[src/rtl/q8bd_pkg.sv]
// ----------------------------------------------------------------------------
// q8bd_pkg: shared types and constants of the Q8_0 group dequantizer
// Scale decode result and binary32 special patterns.
// ----------------------------------------------------------------------------
package q8bd_pkg;

  localparam int WEIGHT_W = 8;
  localparam int VALUE_W  = 32;
  localparam int COUNT_W  = 4;
  localparam int HALF_W   = 16;
  localparam int MANT_W   = 11;

  localparam logic [VALUE_W-1:0] F32_QNAN = 32'h7FC0_0000;
  localparam logic [VALUE_W-1:0] F32_INF  = 32'h7F80_0000;
  localparam logic [4:0]         HEXP_MAX = 5'h1F;

  // decoded scale shared by all lanes
  typedef struct packed {
    logic        sign;
    logic        is_nan;
    logic        is_inf;
    logic [10:0] mant;    // significand with hidden bit
    logic [8:0]  ebias;   // e2 + 127, always positive (103..133)
  } scale_t;

endpackage

[src/rtl/q8bd_scale_dec.sv]
// ----------------------------------------------------------------------------
// q8bd_scale_dec: binary16 scale decode
// Splits the half into sign, significand and biased exponent offset.
// ----------------------------------------------------------------------------
module q8bd_scale_dec (
  input  logic [q8bd_pkg::HALF_W-1:0] half_i,
  output q8bd_pkg::scale_t            scale_o
);

  logic [4:0] he;
  logic [9:0] hm;

  assign he = half_i[14:10];
  assign hm = half_i[9:0];

  always_comb begin
    scale_o.sign   = half_i[15];
    scale_o.is_nan = (he == q8bd_pkg::HEXP_MAX) && (hm != 10'd0);
    scale_o.is_inf = (he == q8bd_pkg::HEXP_MAX) && (hm == 10'd0);
    if (he == 5'd0) begin
      scale_o.mant  = {1'b0, hm};
      scale_o.ebias = 9'd103;               // -24 + 127
    end else begin
      scale_o.mant  = {1'b1, hm};
      scale_o.ebias = 9'd102 + {4'd0, he};  // he - 25 + 127
    end
  end

endmodule

[src/rtl/q8bd_lane.sv]
// ----------------------------------------------------------------------------
// q8bd_lane: one weight times the decoded scale
// 11x8 magnitude product, leading-one position, binary32 packing.
// ----------------------------------------------------------------------------
module q8bd_lane (
  input  q8bd_pkg::scale_t               scale_i,
  input  logic [q8bd_pkg::WEIGHT_W-1:0]  weight_i,
  input  logic                           en_i,
  output logic [q8bd_pkg::VALUE_W-1:0]   value_o
);

  logic        wneg;
  logic [7:0]  wmag;
  logic [18:0] prod;
  logic [4:0]  lead;
  logic [8:0]  bexp;
  logic [41:0] shifted;
  logic        sign;

  assign wneg = weight_i[7];
  assign wmag = wneg ? (8'd0 - weight_i) : weight_i;  // -128 gives 0x80
  assign prod = scale_i.mant * {3'd0, wmag};
  assign sign = scale_i.sign ^ wneg;

  always_comb begin
    lead = 5'd0;
    for (int i = 0; i < 19; i++) begin
      if (prod[i]) lead = 5'(i);
    end
  end

  assign bexp    = scale_i.ebias + {4'd0, lead};
  assign shifted = {23'd0, prod} << (5'd23 - lead);

  always_comb begin
    if (!en_i) begin
      value_o = '0;
    end else if (scale_i.is_nan || (scale_i.is_inf && wmag == 8'd0)) begin
      value_o = q8bd_pkg::F32_QNAN;
    end else if (scale_i.is_inf) begin
      value_o = {sign, q8bd_pkg::F32_INF[30:0]};
    end else if (prod == 19'd0) begin
      value_o = {sign, 31'd0};
    end else begin
      value_o = {sign, bexp[7:0], shifted[22:0]};
    end
  end

endmodule

[src/rtl/q8bd_out_buf.sv]
// ----------------------------------------------------------------------------
// q8bd_out_buf: output register with a skid stage
// Full-rate output register plus a skid register so ready is registered.
// ----------------------------------------------------------------------------
module q8bd_out_buf #(
  parameter int W = 260
) (
  input  logic         clk,
  input  logic         rst_n,
  input  logic         s_valid,
  output logic         s_ready,
  input  logic [W-1:0] s_data,
  output logic         m_valid,
  input  logic         m_ready,
  output logic [W-1:0] m_data
);

  logic         out_vld_r, skid_vld_r;
  logic [W-1:0] out_dat_r, skid_dat_r;

  assign s_ready = !skid_vld_r;
  assign m_valid = out_vld_r;
  assign m_data  = out_dat_r;

  always_ff @(posedge clk) begin
    if (!rst_n) begin
      out_vld_r  <= 1'b0;
      skid_vld_r <= 1'b0;
    end else begin
      if (!out_vld_r || m_ready) begin
        if (skid_vld_r) begin
          out_vld_r  <= 1'b1;
          skid_vld_r <= 1'b0;
        end else begin
          out_vld_r <= s_valid;
        end
      end else if (s_valid && s_ready) begin
        skid_vld_r <= 1'b1;
      end
    end
  end

  always_ff @(posedge clk) begin
    if (!out_vld_r || m_ready) begin
      out_dat_r <= skid_vld_r ? skid_dat_r : s_data;
    end
    if (s_valid && s_ready && out_vld_r && !m_ready) begin
      skid_dat_r <= s_data;
    end
  end

endmodule

[src/rtl/q8_block_dequantizer_unit.sv]
// ----------------------------------------------------------------------------
// q8_block_dequantizer_unit: Q8_0 group dequantizer
// Eight signed weights times a binary16 scale, binary32 results per lane.
// ----------------------------------------------------------------------------
// channel | dir | tdata fields (low bit first)
// in_     | in  | scale_half[15:0], weight_0..weight_LANES-1 (8b each), valid_count[3:0]
// out_    | out | value_0..value_LANES-1 (32b each), count_out[3:0]
// One word per cycle sustained while out_tready is high; an accepted word is registered
// in the output register. Lanes are combinational from the input word to that register.
// A skid register holds one word during an output stall; in_tready drops
// only when both are full. Reset (rst_n low) empties both registers.
// ----------------------------------------------------------------------------
module q8_block_dequantizer_unit #(
  parameter int LANES = 8
) (
  input  logic                                   clk,
  input  logic                                   rst_n,
  input  logic                                   in_tvalid,
  output logic                                   in_tready,
  // scale_half, weight_0.., valid_count, zero pad
  input  logic [((16+8*LANES+4+7)/8)*8-1:0]      in_tdata,
  output logic                                   out_tvalid,
  input  logic                                   out_tready,
  // value_0.., count_out, zero pad
  output logic [((32*LANES+4+7)/8)*8-1:0]        out_tdata
);

  localparam int OUT_W = ((32 * LANES + 4 + 7) / 8) * 8;
  localparam int CNT_LO = 16 + 8*LANES;

  q8bd_pkg::scale_t        scale;
  logic [3:0]              count;
  logic [32*LANES-1:0]     lanes_val;
  logic [OUT_W-1:0]        merged;

  assign count = in_tdata[CNT_LO +: 4];

  q8bd_scale_dec u_dec (
    .half_i  (in_tdata[15:0]),
    .scale_o (scale)
  );

  for (genvar g = 0; g < LANES; g++) begin : g_lane
    q8bd_lane u_lane (
      .scale_i  (scale),
      .weight_i (in_tdata[16 + 8*g +: 8]),
      .en_i     ({1'b0, count} > 5'(g)),
      .value_o  (lanes_val[32*g +: 32])
    );
  end

  assign merged = OUT_W'({count, lanes_val});

  q8bd_out_buf #(.W(OUT_W)) u_buf (
    .clk     (clk),
    .rst_n   (rst_n),
    .s_valid (in_tvalid),
    .s_ready (in_tready),
    .s_data  (merged),
    .m_valid (out_tvalid),
    .m_ready (out_tready),
    .m_data  (out_tdata)
  );

`ifndef SYNTHESIS
  a_ready_after_reset: assert property (@(posedge clk)
    (rst_n && $past(!rst_n)) |-> in_tready) else $error("ready low after reset");
  a_out_after_in: assert property (@(posedge clk) disable iff (!rst_n)
    (in_tvalid && in_tready && !out_tvalid) |=> out_tvalid)
    else $error("accepted word lost");
  a_no_valid_reset: assert property (@(posedge clk)
    !rst_n |=> !out_tvalid) else $error("valid after reset");
  a_stall_hold: assert property (@(posedge clk) disable iff (!rst_n)
    (out_tvalid && !out_tready) |=> (out_tvalid && $stable(out_tdata)))
    else $error("output changed during stall");
`endif

endmodule
[config.mk]
export PLATFORM = sky130hd
export DESIGN_NAME = q8_block_dequantizer_unit
export DESIGN_NICKNAME = d
export VERILOG_FILES = /design/src/rtl/q8bd_pkg.sv /design/src/rtl/q8bd_scale_dec.sv /design/src/rtl/q8bd_lane.sv /design/src/rtl/q8bd_out_buf.sv /design/src/rtl/q8_block_dequantizer_unit.sv
export SDC_FILE = /design/constraint.sdc
export NUM_CORES = 2
export LEC_CHECK = 0
export BUFFER_PORTS_ARGS = -buffer_cell sky130_fd_sc_hd__clkbuf_2
export CORE_ASPECT_RATIO = 0.7
export CORE_MARGIN = 2
export CORE_UTILIZATION = 64
export DETAILED_ROUTE_END_ITERATION = 8
export GPL_ROUTABILITY_DRIVEN = 0
export GPL_TIMING_DRIVEN = 0
export PLACE_DENSITY = 0.83
export SLEW_MARGIN = 20
export SYNTH_ARGS = -nofsm -noshare
export SYNTH_HDL_FRONTEND = slang
export SYNTH_SLANG_ARGS = --single-unit
[constraint.sdc]
create_clock -name clk -period 68.1 [get_ports clk]
set_input_delay 10.215 -clock clk [delete_from_list [all_inputs] [get_ports clk]]
set_output_delay 10.215 -clock clk [all_outputs]
set_load 0.02 [all_outputs]
==> reports/results.ini <==
[run_status]
status=finished with violations
violations=DRC

[clock_network]
cts_root_buf=clkbuf_16
cts_setup_buffers=0
cts_buffer_depth=3
clkSinkCount=522
cts_tree=built
cts_resized=0
cts_inserted_buffers=50
cts_hold_buf=0
clk_pin_slew_ps=70
htreeDepth=2
clock_latency_ps=660

[synthesis]
synth.cell_area_um2=58200
synth_cells=6375
synthArstFlopShare_pct=0
synth-edff-count=520
ys_warn_count=0
ys_ff_latch=522
synth.distinct_cells=118
seq_area_frac_synth_pct=26.9
ys.flop_type=edfxtp_1
synth_area_per_cell_um2=9.13

[sta]
worst_pin_slew_ps=1360
fmaxAchievable_ghz=0.0492
slew_violations=0
min_period_ps=20320
min_period_over_period_pct=29.8
rsz0062_at_grt=false
slew_headroom_pct=7.81
final_hold_viol_count=0
skew_ps=17.5
setup_violations=0

[setup_path]
worst_path_largest_cell_delay_ps=790
crit_required_ps=68480
slowest_stage=clkbuf_1
cp-end-kind=flop
timing_worst_setup_path_type=primary input to flop
crit_top_cell=fa_1
worstPathMaxFanout=10
arrival_ps=20700
startpoint_type=primary input

[placement]
hpwlAfterDp_um=148000
portBuffers=340

[drt]
post_drt_via_cell_ratio=6.56
wire_per_inst_um=23.5
drc=78
drt_iter0_markers=8085
firstDrtPassIters=9
routed-via-count=53300
routed_wl_um=191000
postRouteAntennaNets=0

[finish]
synthToLayoutAreaGrowth_pct=9.69
utilization_pct=70.9
regArea_um2=15700
nets=7752
drive_gt1_share_pct=11.3
n_fill_cell=6744
multi_input_area_um2=38600

[floorplan]
design.core.area_um2=90000
die_area_um2=93400
initial_core_util_pct=64.6
num_io_pins=358
fp-row-count=92
dieWidth_um=364
die_h_um=256

[hold_path]
hp-class=flop to flop

[run]
max-cap-violations=0

[global_route]
grt_max_degree=60
gr-total-overflow=0
antenna_found_initial=9
grt_pass1_vias=49900
grt_pass1_wl_um=290000
track_usage_pct=40.2

==> cell type report <==
type	count	share of cell area (%)
Clock inverter	36	0.547
Tap cell	1222	2.40
Antenna cell	17	0.0666
Multi-Input combinational cell	4819	60.5
Inverter	722	4.26
Clock buffer	55	2.02
Timing Repair Buffer	381	3.40
Sequential cell	522	24.5
Buffer	355	2.26
==> logic make-up after synthesis <==
group	after synthesis	synth area share [%]
AND/OR/NAND/NOR	2110	18.3
AO/OA/AOI/OAI	1397	16.7
buffers and inverters	1077	7.10
adder cells (fa/ha/maj)	809	23.1
flip-flops	522	26.9
multiplexers	268	4.98
XOR/XNOR	191	2.87
other	1	0.00644
==> cell usage after synthesis, types with 67 or more instances <==
cell type | instances | area [um^2]
inv_1 | 707 | 2650
nand2_1 | 559 | 2100
edfxtp_1 | 520 | 15600
fa_1 | 440 | 8810
nor2_1 | 398 | 1490
ha_1 | 369 | 4620
and2_1 | 356 | 2230
a21oi_1 | 313 | 1570
clkbuf_1 | 293 | 1100
o21ai_0 | 231 | 1160
nor2b_1 | 229 | 1430
mux2i_1 | 142 | 1420
nor3_1 | 141 | 706
mux2_2 | 119 | 1340
xnor2_1 | 118 | 1030
o31ai_1 | 111 | 833
nand3_1 | 107 | 536
a21o_1 | 80 | 601
nand2b_1 | 76 | 475
xor2_1 | 73 | 639
a211oi_1 | 67 | 503
==> critical path: cells and delay by family <==
kind	cells	cell delay, ps
simple gates	3	340
xor+xnor	2	770
fa+ha+maj	7	3100
compound gates	11	3240
buf+inv	8	3000
==> stage by stage <==
step                TNS (ps)  hold WS [ps]  cell area, um^2  setup WS [ps]  instances
global placement    -4366160           506            61600         -16850       7980
detailed placement         0           510            62100          47690       8020
global route               0           542            63800          47710       8112
floorplan                  0           493            58400          19770       6418
finish                     0           520            63800          47780       8129
CTS                        0           521            63700          48310       8111
==> cells in the final DEF (no fill, tap or decap), drive strengths merged, types with 35 or more instances in the layout <==
cell	Yosys	final
fa	440	440
inv	717	722
o21ai	253	253
a21oi	320	320
nor2	398	398
xor2	73	73
and2	357	357
clkbuf	293	690
o31ai	116	116
a211oi	72	72
xnor2	118	118
nand3	108	108
nand2	561	561
a31oi	45	45
mux2i	146	146
a21o	80	80
nand2b	76	76
edfxtp	520	520
or3	49	49
or2	35	35
buf	62	101
o21a	52	52
nor3	144	144
o211ai	67	67
ha	369	369
and3	40	40
conb	1	44
mux2	120	120
nor2b	229	229
==> sequential cells by signal, summed over array words and instances, names as in the netlist <==
| name | count |
|---|---|
| u_buf.m_data | 260 |
| u_buf.skid_dat_r | 260 |
| u_buf.m_valid | 1 |
| u_buf.skid_vld_r | 1 |
==> layer usage <==
layer | up-vias | part of all wire (%) | global-route usage (%)
li1 | 23200 | - | -
met1 | 25100 | 37 | 54.9
met2 | 4234 | 39 | 53.4
met3 | 847 | 17 | 18.5
met4 | 4 | 6.3 | 20.2
met5 | - | 0.029 | 0
==> path summary, 6_finish.rpt <==
path | start | cells past startpoint | endpoint | slack, ps
worst min register to register | u_buf.skid_dat_r[66] | 1 | u_buf.m_data[66] | 520
worst min-delay path | u_buf.skid_dat_r[66] | 1 | u_buf.m_data[66] | 520
worst max-delay path | in_tdata[0] | 31 | u_buf.m_data[61] | 47780
worst max register to register | u_buf.skid_vld_r | 13 | u_buf.skid_dat_r[144] | 63160
Power is not shown: default switching activity piles up to over one toggle a cycle in this logic, so the estimate is an artifact.
